## config.mk

```make
export PLATFORM = sky130hd
export DESIGN_NAME = led_blink_code_generator_unit_flat
export DESIGN_NICKNAME = d
export VERILOG_FILES = /design/src/rtl/lbcg_pkg.sv /design/src/rtl/lbcg_if.sv /design/src/rtl/lbcg_cfg_regs.sv /design/src/rtl/lbcg_core.sv /design/src/rtl/led_blink_code_generator_unit.sv /design/src/flat_wrapper.sv
export SDC_FILE = /design/constraint.sdc
export NUM_CORES = 1
export LEC_CHECK = 0
export BUFFER_PORTS_ARGS = -buffer_cell sky130_fd_sc_hd__buf_4
export CAP_MARGIN = 20
export CORE_ASPECT_RATIO = 1.1
export CORE_MARGIN = 4
export CORE_UTILIZATION = 45
export CTS_BUF_LIST = sky130_fd_sc_hd__clkbuf_8
export CTS_CLUSTER_SIZE = 8
export DETAILED_ROUTE_END_ITERATION = 6
export HOLD_SLACK_MARGIN = 0.08
export MAX_ROUTING_LAYER = met4
export PLACE_DENSITY_LB_ADDON = 0.1
export SLEW_MARGIN = 20
export SYNTH_ARGS = -nofsm -noshare
export SYNTH_HDL_FRONTEND = slang
export SYNTH_SLANG_ARGS = --single-unit
```

## constraint.sdc

```tcl
create_clock -name clk -period 15.6 [get_ports clk]
set_input_delay 0 -clock clk [delete_from_list [all_inputs] [get_ports clk]]
set_output_delay 0 -clock clk [all_outputs]
set_load 0.005 [all_outputs]
```

## src/rtl/lbcg_pkg.sv

```systemverilog
package lbcg_pkg;

  // Time counters
  localparam int TIME_BITS = 32;

  // APB register map
  localparam int ADDR_BITS = 5;
  localparam int DATA_BITS = 32;

  typedef enum logic [2:0] {
    REG_POLL_PERIOD = 3'd0,
    REG_LONG_ON     = 3'd1,
    REG_SHORT_ON    = 3'd2,
    REG_OFF         = 3'd3,
    REG_ACTIVE_HIGH = 3'd4
  } reg_idx_t;

  // Reset values of the configuration registers
  localparam logic [9:0]  POLL_PERIOD_RST = 10'd50;
  localparam logic [15:0] LONG_ON_RST     = 16'd2000;
  localparam logic [15:0] SHORT_ON_RST    = 16'd500;
  localparam logic [15:0] OFF_RST         = 16'd500;

  typedef enum logic [1:0] {
    CMD_TICK   = 2'd0,
    CMD_LEVEL  = 2'd1,
    CMD_TOGGLE = 2'd2,
    CMD_VALUE  = 2'd3
  } cmd_t;

  typedef struct packed {
    logic [9:0]  poll_period_ms;
    logic [15:0] long_on_ms;
    logic [15:0] short_on_ms;
    logic [15:0] off_ms;
    logic        active_high;
  } cfg_t;

  typedef struct packed {
    cmd_t        cmd;
    logic        level;
    logic [15:0] half_period;
    logic [7:0]  blink_count;
  } item_t;

  typedef struct packed {
    logic pin_level;
    logic pin_changed;
  } result_t;

endpackage

```

## src/rtl/lbcg_if.sv

```systemverilog
// Command / tick channel
interface lbcg_item_if;
  logic        valid;
  logic        ready;
  logic [1:0]  cmd;
  logic        level;
  logic [15:0] half_period;
  logic [7:0]  blink_count;

  modport source (output valid, output cmd, output level, output half_period,
                  output blink_count, input ready);
  modport sink   (input valid, input cmd, input level, input half_period,
                  input blink_count, output ready);
endinterface

// Pin result channel
interface lbcg_result_if;
  logic valid;
  logic ready;
  logic pin_level;
  logic pin_changed;

  modport source (output valid, output pin_level, output pin_changed, input ready);
  modport sink   (input valid, input pin_level, input pin_changed, output ready);
endinterface

```

## src/rtl/lbcg_cfg_regs.sv

```systemverilog
module lbcg_cfg_regs (
  input  logic                           clk,
  input  logic                           rst,
  input  logic                           psel,
  input  logic                           penable,
  input  logic                           pwrite,
  input  logic [lbcg_pkg::ADDR_BITS-1:0] paddr,
  input  logic [lbcg_pkg::DATA_BITS-1:0] pwdata,
  output logic [lbcg_pkg::DATA_BITS-1:0] prdata,
  output logic                           pready,
  output lbcg_pkg::cfg_t                 cfg
);
  import lbcg_pkg::*;

  logic     wr_en;
  reg_idx_t idx;

  assign pready = 1'b1;
  assign wr_en  = psel && penable && pwrite;
  assign idx    = reg_idx_t'(paddr[4:2]);

  // Register writes; addresses beyond the map are dropped
  always_ff @(posedge clk) begin
    if (rst) begin
      cfg.poll_period_ms <= POLL_PERIOD_RST;
      cfg.long_on_ms     <= LONG_ON_RST;
      cfg.short_on_ms    <= SHORT_ON_RST;
      cfg.off_ms         <= OFF_RST;
      cfg.active_high    <= 1'b1;
    end else if (wr_en) begin
      unique case (idx)
        REG_POLL_PERIOD: cfg.poll_period_ms <= pwdata[9:0];
        REG_LONG_ON:     cfg.long_on_ms     <= pwdata[15:0];
        REG_SHORT_ON:    cfg.short_on_ms    <= pwdata[15:0];
        REG_OFF:         cfg.off_ms         <= pwdata[15:0];
        REG_ACTIVE_HIGH: cfg.active_high    <= pwdata[0];
        default: ;
      endcase
    end
  end

  // Read-back
  always_comb begin
    unique case (idx)
      REG_POLL_PERIOD: prdata = DATA_BITS'(cfg.poll_period_ms);
      REG_LONG_ON:     prdata = DATA_BITS'(cfg.long_on_ms);
      REG_SHORT_ON:    prdata = DATA_BITS'(cfg.short_on_ms);
      REG_OFF:         prdata = DATA_BITS'(cfg.off_ms);
      REG_ACTIVE_HIGH: prdata = DATA_BITS'(cfg.active_high);
      default:         prdata = '0;
    endcase
  end

endmodule

```

## src/rtl/lbcg_core.sv

```systemverilog
module lbcg_core (
  input  logic              clk,
  input  logic              rst,
  input  logic              fire,
  input  lbcg_pkg::item_t   item,
  input  lbcg_pkg::cfg_t    cfg,
  output lbcg_pkg::result_t res
);
  import lbcg_pkg::*;

  typedef enum logic [2:0] {
    MODE_DIRECT = 3'b001,
    MODE_TOGGLE = 3'b010,
    MODE_VALUE  = 3'b100
  } mode_t;

  // LED state
  mode_t                run_mode, run_mode_next;
  logic                 led_on, led_on_next;
  logic [TIME_BITS-1:0] now_ms, now_ms_next;
  logic [TIME_BITS-1:0] deadline_ms, deadline_ms_next;
  logic [15:0]          toggle_period, toggle_period_next;
  logic [7:0]           shown_count, shown_count_next;
  logic [9:0]           phase_index, phase_index_next;

  logic [TIME_BITS-1:0] now_tick;
  logic [TIME_BITS-1:0] diff;
  logic                 reached;
  logic [15:0]          poll_ext;
  logic [15:0]          clamped;
  logic [9:0]           limit;
  logic [9:0]           phase_inc;
  logic [9:0]           phase_wrap;
  logic [15:0]          phase_len;
  logic                 changed;

  // Shared datapath terms
  assign now_tick   = now_ms + TIME_BITS'(cfg.poll_period_ms);
  assign diff       = now_tick - deadline_ms;
  assign reached    = !diff[TIME_BITS-1];
  assign poll_ext   = 16'(cfg.poll_period_ms);
  assign clamped    = (item.half_period < poll_ext) ? poll_ext : item.half_period;
  assign limit      = {({1'b0, shown_count} + 9'd1), 1'b0};
  assign phase_inc  = phase_index + 10'd1;
  assign phase_wrap = (phase_inc >= limit) ? '0 : phase_inc;

  always_comb begin
    if (phase_wrap == '0)  phase_len = cfg.long_on_ms;
    else if (!phase_wrap[0]) phase_len = cfg.short_on_ms;
    else                   phase_len = cfg.off_ms;
  end

  // Next state for one item
  always_comb begin
    run_mode_next      = run_mode;
    led_on_next        = led_on;
    now_ms_next        = now_ms;
    deadline_ms_next   = deadline_ms;
    toggle_period_next = toggle_period;
    shown_count_next   = shown_count;
    phase_index_next   = phase_index;
    changed            = 1'b0;
    case (item.cmd)
      CMD_TICK: begin
        now_ms_next = now_tick;
        unique case (run_mode)
          MODE_TOGGLE: begin
            if (reached) begin
              led_on_next      = !led_on;
              changed          = 1'b1;
              deadline_ms_next = deadline_ms + TIME_BITS'(toggle_period);
            end
          end
          MODE_VALUE: begin
            if (reached) begin
              led_on_next      = !led_on;
              changed          = 1'b1;
              phase_index_next = phase_wrap;
              deadline_ms_next = deadline_ms + TIME_BITS'(phase_len);
            end
          end
          default: ;
        endcase
      end
      CMD_LEVEL: begin
        run_mode_next = MODE_DIRECT;
        led_on_next   = item.level;
        changed       = 1'b1;
      end
      CMD_TOGGLE: begin
        if (run_mode != MODE_TOGGLE || toggle_period != clamped) begin
          run_mode_next      = MODE_TOGGLE;
          deadline_ms_next   = now_ms + TIME_BITS'(clamped);
          toggle_period_next = clamped;
        end
      end
      default: begin
        // blink code start, ignored when the same count is already shown
        if (run_mode != MODE_VALUE || shown_count != item.blink_count) begin
          run_mode_next    = MODE_VALUE;
          shown_count_next = item.blink_count;
          phase_index_next = '0;
          deadline_ms_next = now_ms + TIME_BITS'(cfg.long_on_ms);
          led_on_next      = 1'b0;
          changed          = 1'b1;
        end
      end
    endcase
  end

  assign res.pin_level   = led_on_next ^ !cfg.active_high;
  assign res.pin_changed = changed;

  always_ff @(posedge clk) begin
    if (rst) begin
      run_mode      <= MODE_DIRECT;
      led_on        <= 1'b0;
      now_ms        <= '0;
      deadline_ms   <= '0;
      toggle_period <= '0;
      shown_count   <= '0;
      phase_index   <= '0;
    end else if (fire) begin
      run_mode      <= run_mode_next;
      led_on        <= led_on_next;
      now_ms        <= now_ms_next;
      deadline_ms   <= deadline_ms_next;
      toggle_period <= toggle_period_next;
      shown_count   <= shown_count_next;
      phase_index   <= phase_index_next;
    end
  end

endmodule

```

## src/rtl/led_blink_code_generator_unit.sv

```systemverilog
// Channel  | Dir | Payload                                   | Transfer
// items    | in  | cmd, level, half_period, blink_count      | valid & ready
// results  | out | pin_level, pin_changed                    | valid & ready
// apb      | in  | paddr, pwdata (prdata back), pready tied 1| psel & penable
//
// One item per cycle sustained while results are taken: an input register
// feeds the state update, and the result lands in an output register, so an
// item passes the input register and then the result register before transfer.
// The state update is a single pass (one 32-bit add and compare per path).
// Reset (rst, synchronous) clears state, registers go to their defaults.
// A stalled result holds its register; the input register keeps accepting
// until it too is full.
module led_blink_code_generator_unit (
  input  logic                           clk,
  input  logic                           rst,
  lbcg_item_if.sink                      items,
  lbcg_result_if.source                  results,
  input  logic                           psel,
  input  logic                           penable,
  input  logic                           pwrite,
  input  logic [lbcg_pkg::ADDR_BITS-1:0] paddr,
  input  logic [lbcg_pkg::DATA_BITS-1:0] pwdata,
  output logic [lbcg_pkg::DATA_BITS-1:0] prdata,
  output logic                           pready
);
  import lbcg_pkg::*;

  cfg_t    cfg;
  item_t   s1_item;
  logic    s1_valid;
  logic    advance;
  result_t res;
  result_t o_res;
  logic    o_valid;

  lbcg_cfg_regs u_cfg (
    .clk     (clk),
    .rst     (rst),
    .psel    (psel),
    .penable (penable),
    .pwrite  (pwrite),
    .paddr   (paddr),
    .pwdata  (pwdata),
    .prdata  (prdata),
    .pready  (pready),
    .cfg     (cfg)
  );

  // Input register
  assign advance     = s1_valid && (!o_valid || results.ready);
  assign items.ready = !s1_valid || advance;

  always_ff @(posedge clk) begin
    if (rst) begin
      s1_valid <= 1'b0;
    end else if (items.ready) begin
      s1_valid <= items.valid;
    end
  end

  always_ff @(posedge clk) begin
    if (items.valid && items.ready) begin
      s1_item.cmd         <= cmd_t'(items.cmd);
      s1_item.level       <= items.level;
      s1_item.half_period <= items.half_period;
      s1_item.blink_count <= items.blink_count;
    end
  end

  lbcg_core u_core (
    .clk  (clk),
    .rst  (rst),
    .fire (advance),
    .item (s1_item),
    .cfg  (cfg),
    .res  (res)
  );

  // Result register
  always_ff @(posedge clk) begin
    if (rst) begin
      o_valid <= 1'b0;
    end else if (advance) begin
      o_valid <= 1'b1;
    end else if (results.ready) begin
      o_valid <= 1'b0;
    end
  end

  always_ff @(posedge clk) begin
    if (advance) begin
      o_res <= res;
    end
  end

  assign results.valid       = o_valid;
  assign results.pin_level   = o_res.pin_level;
  assign results.pin_changed = o_res.pin_changed;

endmodule

```

## src/flat_wrapper.sv

```systemverilog
// flat-port wrapper written by rule: the top's interface ports become plain ports
module led_blink_code_generator_unit_flat import lbcg_pkg::*;
  (clk, rst, psel, penable, pwrite, paddr, pwdata, prdata, pready, items_valid, items_cmd, items_level, items_half_period, items_blink_count, items_ready, results_valid, results_pin_level, results_pin_changed, results_ready);
  lbcg_item_if items_i ();
  lbcg_result_if results_i ();
  input  logic clk;
  input  logic rst;
  input  logic psel;
  input  logic penable;
  input  logic pwrite;
  input  logic [lbcg_pkg::ADDR_BITS-1:0] paddr;
  input  logic [lbcg_pkg::DATA_BITS-1:0] pwdata;
  output logic [lbcg_pkg::DATA_BITS-1:0] prdata;
  output logic pready;
  input wire logic [$bits(items_i.valid)-1:0] items_valid;
  input wire logic [$bits(items_i.cmd)-1:0] items_cmd;
  input wire logic [$bits(items_i.level)-1:0] items_level;
  input wire logic [$bits(items_i.half_period)-1:0] items_half_period;
  input wire logic [$bits(items_i.blink_count)-1:0] items_blink_count;
  output wire logic [$bits(items_i.ready)-1:0] items_ready;
  output wire logic [$bits(results_i.valid)-1:0] results_valid;
  output wire logic [$bits(results_i.pin_level)-1:0] results_pin_level;
  output wire logic [$bits(results_i.pin_changed)-1:0] results_pin_changed;
  input wire logic [$bits(results_i.ready)-1:0] results_ready;
  assign items_i.valid = items_valid;
  assign items_i.cmd = items_cmd;
  assign items_i.level = items_level;
  assign items_i.half_period = items_half_period;
  assign items_i.blink_count = items_blink_count;
  assign items_ready = items_i.ready;
  assign results_valid = results_i.valid;
  assign results_pin_level = results_i.pin_level;
  assign results_pin_changed = results_i.pin_changed;
  assign results_i.ready = results_ready;
  led_blink_code_generator_unit u_core (.clk(clk), .rst(rst), .items(items_i), .results(results_i), .psel(psel), .penable(penable), .pwrite(pwrite), .paddr(paddr), .pwdata(pwdata), .prdata(prdata), .pready(pready));
endmodule
```

==> results.json, run 1 <==
{
  "mean_instance_size_in_the_synthesized_netlist_sq_um": 8.18,
  "clk_pin_slew_ns": 0.12,
  "yosys.cell_types.count": 87,
  "layout.cells.most_common_list": "nand2_1 (230), dfxtp_1 (163), nor2_1 (149)",
  "floorplan.die_area_sq_um": 32600,
  "area_delta_synth_final_pct": 12.5,
  "critPathRequiredTime_ns": 16.05,
  "finalWirelength_um": 37200,
  "grt_max_degree": 60,
  "io-pin-count": 108,
  "grt_overflow": 0,
  "power_density_nw_per_um2": 68.7,
  "first_iter_violations": 738,
  "postSynth.asyncResetShare_pct": 0,
  "fmax_mhz": 141,
  "core_area_sq_um": 29500,
  "final-hold-violation-count": 0,
  "clk_path_buf_depth": 2,
  "dp_hpwl_um": 27300,
  "grt.total_usage_pct": 23.5,
  "vdd_drop_max_v": 0.0000754,
  "num_antenna_cells": 0,
  "yosys_warnings": 0,
  "detail_route.drc_violations": 0,
  "postRouteAntennaNets": 0,
  "count_of_flip_flops_with_a_built_in_enable_after_synthesis": 29,
  "cp-end-kind": "flip-flop",
  "number_of_cell_rows": 66,
  "crit_type": "flip-flop to flip-flop",
  "outcome": "complete, no violations",
  "vias": 11700,
  "firstDrtPassIters": 7,
  "synth.cell_area_sq_um": 13400,
  "floorplan.die.width_um": 173,
  "starting_density_of_the_core_pct": 45.5,
  "worst_min_delay_path_startpoint": "paddr[3]",
  "routability_congestion_estimate": 0.893,
  "setup_viol_count_final": 0,
  "critical-path-slowest-cell": "or2_1",
  "worstReg2RegEnd": "u_core.u_core.deadline_ms[28]$_SDFFE_PP0P_",
  "nNetsFinal": 1887,
  "finalCritPeriodShare_pct": 45.3,
  "drv.max_cap_violation_count": 0,
  "h-tree-depth": 4,
  "crit_arrival_ns": 7.52,
  "rsz0062_at_grt": "false",
  "tritoncts": "done",
  "final_common_cell": "nand2_1",
  "slew_viol_final": 0,
  "worst_margin_pin_slew_ns": 0.877,
  "place_area_sq_um": 14100,
  "cts_buffers": 17,
  "clk_latency_ns": 0.51,
  "yosys_register_bits": 192,
  "number_of_port_buffers": 72,
  "post_drt_via_cell_ratio": 5.57,
  "final.min_clock_period_ns": 7.07,
  "p_leak_nw": 6.05,
  "timing.critical_path.from": "u_core.u_core.phase_index[0]$_SDFFE_PP0P_",
  "grt_pass1_wl_um": 60700,
  "post-layout-total-power_mw": 1.04,
  "cpPeakStageDelay_ns": 0.46,
  "timing.hold.worst.class": "input pin to flip-flop",
  "worst-r2r-setup-slack_ns": 8.53,
  "dieHeight_um": 189,
  "antenna_found_initial": 0,
  "worst_path_most_repeated_cell": "a21o_1",
  "syn-instance-count": 1639,
  "maxSlewHeadroom_pct": 41.5,
  "synth-seq-area-share_pct": 30.8,
  "post_drt_wl_per_cell_um": 17.7,
  "worst_clock_skew_ns": 0.0191,
  "r2r.worst_path.cells": 28,
  "grt_pass1_vias": 11300,
  "drive_above_1_share_pct": 11.4,
  "rr_startpoint": "u_core.u_core.phase_index[0]$_SDFFE_PP0P_",
  "stdcell_area_sq_um": 15100,
  "cts-root-buf": "clkbuf_8",
  "final_layout_setup_total_negative_slack_ns": 0,
  "tritoncts_num_sinks": 192,
  "cp_max_fo": 23,
  "synth-main-ff-cell": "dfxtp_1",
  "worst_setup_path_start_kind": "flip-flop",
  "end_point_of_the_critical_path": "u_core.u_core.deadline_ms[28]$_SDFFE_PP0P_"
}
==> per-layer routing <==
| metal | wire [um] | up-vias | track usage [%] | part of all wire (%) |
|---|---|---|---|---|
| met1 | 18500 | 5497 | 32.9 | 50 |
| li1 | - | 5920 | - | - |
| met2 | 16800 | 243 | 37.2 | 45 |
| met5 | 0 | - | - | 0 |
| met3 | 1390 | 36 | 2.40 | 3.7 |
| met4 | 528 | 0 | 5.59 | 1.4 |
==> state kept, by name, summed over array words and instances (netlist names), 3 cells and up <==
register,cells
u_core.u_cfg.cfg,59
u_core.u_core.deadline_ms,32
u_core.u_core.now_ms,32
u_core.s1_item,27
u_core.u_core.toggle_period,16
u_core.u_core.phase_index,10
u_core.u_core.shown_count,8
u_core.u_core.run_mode,3
==> timing repair <==
item                                   in CTS  in global routing
hold buffers                               52                  0
endpoints found under the hold margin     129                  0
setup endpoints to repair                   0                  0
gates resized for setup                     0                  0
buffers inserted                            0                  0
==> cell families after synthesis <==
kind of cell | Yosys count | synth area share [%]
xor gates and xnor gates | 121 | 7.91
other | 2 | 0.0560
and+or+nand+nor | 591 | 20.4
DFF | 192 | 30.8
muxes | 78 | 6.96
buffers and inverters | 169 | 5.58
adders and majority gates | 102 | 9.69
AOI/OAI and AO/OA | 384 | 18.6
==> where the power goes <==
| part | internal, mW | switching (mW) | total [mW] |
|---|---|---|---|
| sequential | 0.515 | 0.0118 | 0.527 |
| clock | 0.151 | 0.215 | 0.366 |
| combinational | 0.0612 | 0.0818 | 0.143 |
==> how the worst min path moves through the flow <==
stage | end | slack (ns) | depth (start not counted)
CTS | u_core.u_cfg.cfg[26]$_SDFFE_PP0P_ | 0.08 | 5
floorplan | u_core.s1_item[0]$_DFFE_PP_ | 0.1 | 0
detailed placement | u_core.s1_item[1]$_DFFE_PP_ | 0.18 | 1
global route | u_core.u_cfg.cfg[26]$_SDFFE_PP0P_ | 0.14 | 5
finish | u_core.u_cfg.cfg[26]$_SDFFE_PP0P_ | 0.11 | 5
global placement | u_core.s1_item[3]$_DFFE_PP_ | 0.18 | 1
==> per-stage QoR <==
stage / util [%] / instances / hold slack [ns] / setup slack (ns)
finish: 51.1 / 2101 / 0.113 / 8.53
global route: 51.1 / 2101 / 0.138 / 8.08
CTS: 51.1 / 2101 / 0.0842 / 8.52
global placement: 47.9 / 2017 / 0.178 / 8.69
floorplan: - / 1654 / 0.0989 / 9.99
detailed placement: 47.9 / 2017 / 0.179 / 8.57
==> cells in the mapped netlist, types with 25 or more instances <==
cell | n | area share, %
nand2_1 | 230 | 6.4
dfxtp_1 | 163 | 24
nor2_1 | 149 | 4.2
a21oi_1 | 134 | 5.0
ha_1 | 99 | 9.2
inv_1 | 67 | 1.9
xor2_1 | 67 | 4.4
o21ai_0 | 65 | 2.4
nand3_1 | 64 | 2.4
clkbuf_1 | 62 | 1.7
xnor2_1 | 54 | 3.5
a211oi_1 | 40 | 2.2
mux2i_1 | 38 | 2.8
mux2_2 | 30 | 2.5
edfxtp_1 | 29 | 6.5
nor3_1 | 25 | 0.93
==> critical path: cells and delay by family, from the launching register on <==
| kind | cells | cell delay, ns |
|---|---|---|
| adder cells (fa/ha/maj) | 4 | 1.23 |
| flip-flops | 1 | 0.33 |
| AO/OA/AOI/OAI | 14 | 2.92 |
| buffers and inverters | 3 | 0.57 |
| AND/OR/NAND/NOR | 6 | 1.77 |
| multiplexers | 1 | 0.15 |
==> cell type report <==
cell class,count,area [sq um]
fillers,2865,14400
clock inverters,15,190
flip-flops and latches,192,4130
inverters,68,255
multi-input cells,1293,8600
repair buffers,142,1200
clock buffers,17,234
well taps,374,468
Power figures use the tool's default switching activity.
==> run 2, diff against run 1 <==
- clock period: 15.6 -> 6.15 ns (I/O delays scaled with it)
==> run 2 against run 1 <==
  * Largest power group unchanged
  * Die area unchanged
  * Global-route usage increased by 0.34 points
  * Via count grew 2.7%
  * Sequential cell count is the same
  * Power grew to 2.5 times the previous value
  * Fmax increased by 23%
==> results.json, run 2 (same netlist as run 1, synthesis figures left out) <==
{
  "cp-end-kind": "flip-flop",
  "vdd_drop_max_v": 0.000115,
  "drv.max_cap_violation_count": 0,
  "firstDrtPassIters": 5,
  "area_delta_synth_final_pct": 14.7,
  "critPathRequiredTime_ns": 6.59,
  "fmax_mhz": 173,
  "grt_pass1_wl_um": 61300,
  "h-tree-depth": 4,
  "starting_density_of_the_core_pct": 45.5,
  "worst_slack_ns": 0.380,
  "core_area_sq_um": 29500,
  "timing.hold.worst.class": "input pin to flip-flop",
  "rsz0062_at_grt": "false",
  "postRouteAntennaNets": 0,
  "layout.cells.most_common_list": "nand2_1 (230), dfxtp_1 (161), nor2_1 (148)",
  "combinational_power_share_pct": 14.3,
  "worst_clock_skew_ns": 0.0271,
  "cpPeakStageDelay_ns": 0.42,
  "clock_power_share_pct": 34.6,
  "setup_viol_count_final": 0,
  "antenna_found_initial": 0,
  "worst_margin_pin_slew_ns": 0.965,
  "grt_overflow": 0,
  "nNetsFinal": 1916,
  "n_fill_cell": 2822,
  "cts-root-buf": "clkbuf_8",
  "vias": 12000,
  "internal-power_mw": 1.83,
  "number_of_port_buffers": 72,
  "drive_above_1_share_pct": 13.5,
  "clk_latency_ns": 0.51,
  "worst-r2r-setup-slack_ns": 0.38,
  "p_leak_nw": 6.21,
  "sequential_cell_area_sq_um": 4140,
  "largest_registers": "u_core.u_cfg.cfg (59), u_core.u_core.deadline_ms (32), u_core.u_core.now_ms (32)",
  "area_taken_by_multi_input_logic_gates_sq_um": 8630,
  "finish.cell_count_without_fillers": 2130,
  "power.switching_uw": 791,
  "final.min_clock_period_ns": 5.77,
  "io-pin-count": 108,
  "pwr-share-seq_pct": 51.1,
  "number_of_cell_rows": 66,
  "swShare_pct": 30.2,
  "post_drt_wl_per_cell_um": 18.1,
  "routability_congestion_estimate": 0.931,
  "dieHeight_um": 189,
  "finalWirelength_um": 38600,
  "clk_path_buf_depth": 2,
  "final_layout_setup_total_negative_slack_ns": 0,
  "timing.hold.ws_ns": 0.123,
  "outcome": "complete, no violations",
  "clk_pin_slew_ns": 0.12,
  "dp_hpwl_um": 28400,
  "largest_register": "u_core.u_cfg.cfg",
  "dpl.cell_count": 2042,
  "floorplan.die_area_sq_um": 32600,
  "cp_max_fo": 17,
  "tritoncts": "done",
  "num_antenna_cells": 0,
  "worst_path_most_repeated_cell": "buf_4",
  "crit_type": "flip-flop to flip-flop",
  "maxSlewHeadroom_pct": 35.6,
  "grt_max_degree": 81,
  "crit_arrival_ns": 6.21,
  "floorplan.die.width_um": 173,
  "critical-path-slowest-cell": "fa_1",
  "pre_cts_ws_ns": 0.137,
  "post_drt_via_cell_ratio": 5.64,
  "grt.total_usage_pct": 23.9,
  "final-hold-violation-count": 0,
  "grt_pass1_vias": 11400,
  "finalCritPeriodShare_pct": 93.8,
  "first_iter_violations": 868,
  "cts_buffers": 17,
  "largest_register_ffs": 59,
  "detail_route.drc_violations": 0,
  "final_common_cell": "nand2_1",
  "slew_viol_final": 0,
  "tritoncts_num_sinks": 192,
  "worst_setup_path_start_kind": "flip-flop",
  "power_density_nw_per_um2": 170
}
## run 2: area by class of cell
| type | count | share of cell area, % |
|---|---|---|
| inverters | 68 | 1.66 |
| repair buffers | 171 | 9.52 |
| multi-input cells | 1293 | 56.2 |
| clock buffers | 18 | 1.61 |
| flip-flops and latches | 192 | 26.9 |
| well taps | 374 | 3.04 |
| clock inverters | 14 | 1.07 |
## run 2: layer usage
metal,vias up,track usage (%),share of wire [%]
met5,-,-,0
met4,0,5.71,1.4
met3,36,2.92,4.9
met2,336,37.8,46
met1,5657,33.0,48
li1,5977,-,-
## run 2: path summary, 6_finish.rpt
check                                                       start                                          to  depth (start not counted)
worst max-delay path            u_core.u_cfg.cfg[49]$_SDFFE_PP0P_  u_core.u_core.deadline_ms[26]$_SDFFE_PP0P_                         30
worst min-delay path                                     paddr[2]           u_core.u_cfg.cfg[51]$_SDFFE_PP0P_                          4
worst max register to register  u_core.u_cfg.cfg[49]$_SDFFE_PP0P_  u_core.u_core.deadline_ms[26]$_SDFFE_PP0P_                         30
worst min register to register  u_core.u_cfg.cfg[13]$_SDFFE_PP0P_           u_core.u_cfg.cfg[13]$_SDFFE_PP0P_                          2
## run 2: through the flow
step           power [mW]  area, sq um  util, %
3_5_place_dp         1.71        14300     48.7
2_1_floorplan        1.59        13500        -
5_1_grt              2.74        15400     52.1
3_3_place_gp         1.70        14300     48.7
4_1_cts              2.63        15300     51.9
6_report             2.62        15400     52.1
## run 2: timing repair
item | CTS | global route
setup endpoints to repair | 0 | 45
gates resized for setup | 0 | 20
hold buffers | 53 | 0
buffers inserted | 0 | 2
endpoints found under the hold margin | 111 | 0
## run 2: critical path, delay by kind of cell, from the launching register on
family / cells / cell delay (ns)
xor+xnor: 1 / 0.11
fa+ha+maj: 3 / 0.95
buf+inv: 7 / 1.08
flops: 1 / 0.38
simple gates: 8 / 1.50
compound gates: 11 / 1.69
## run 2: power groups by stage
stage,Sequential [mW],Combinational (mW),Clock (mW)
2_1_floorplan,1.36,0.234,0
3_3_place_gp,1.37,0.339,0
3_5_place_dp,1.37,0.342,0
4_1_cts,1.34,0.370,0.927
5_1_grt,1.34,0.416,0.979
6_report,1.34,0.375,0.906
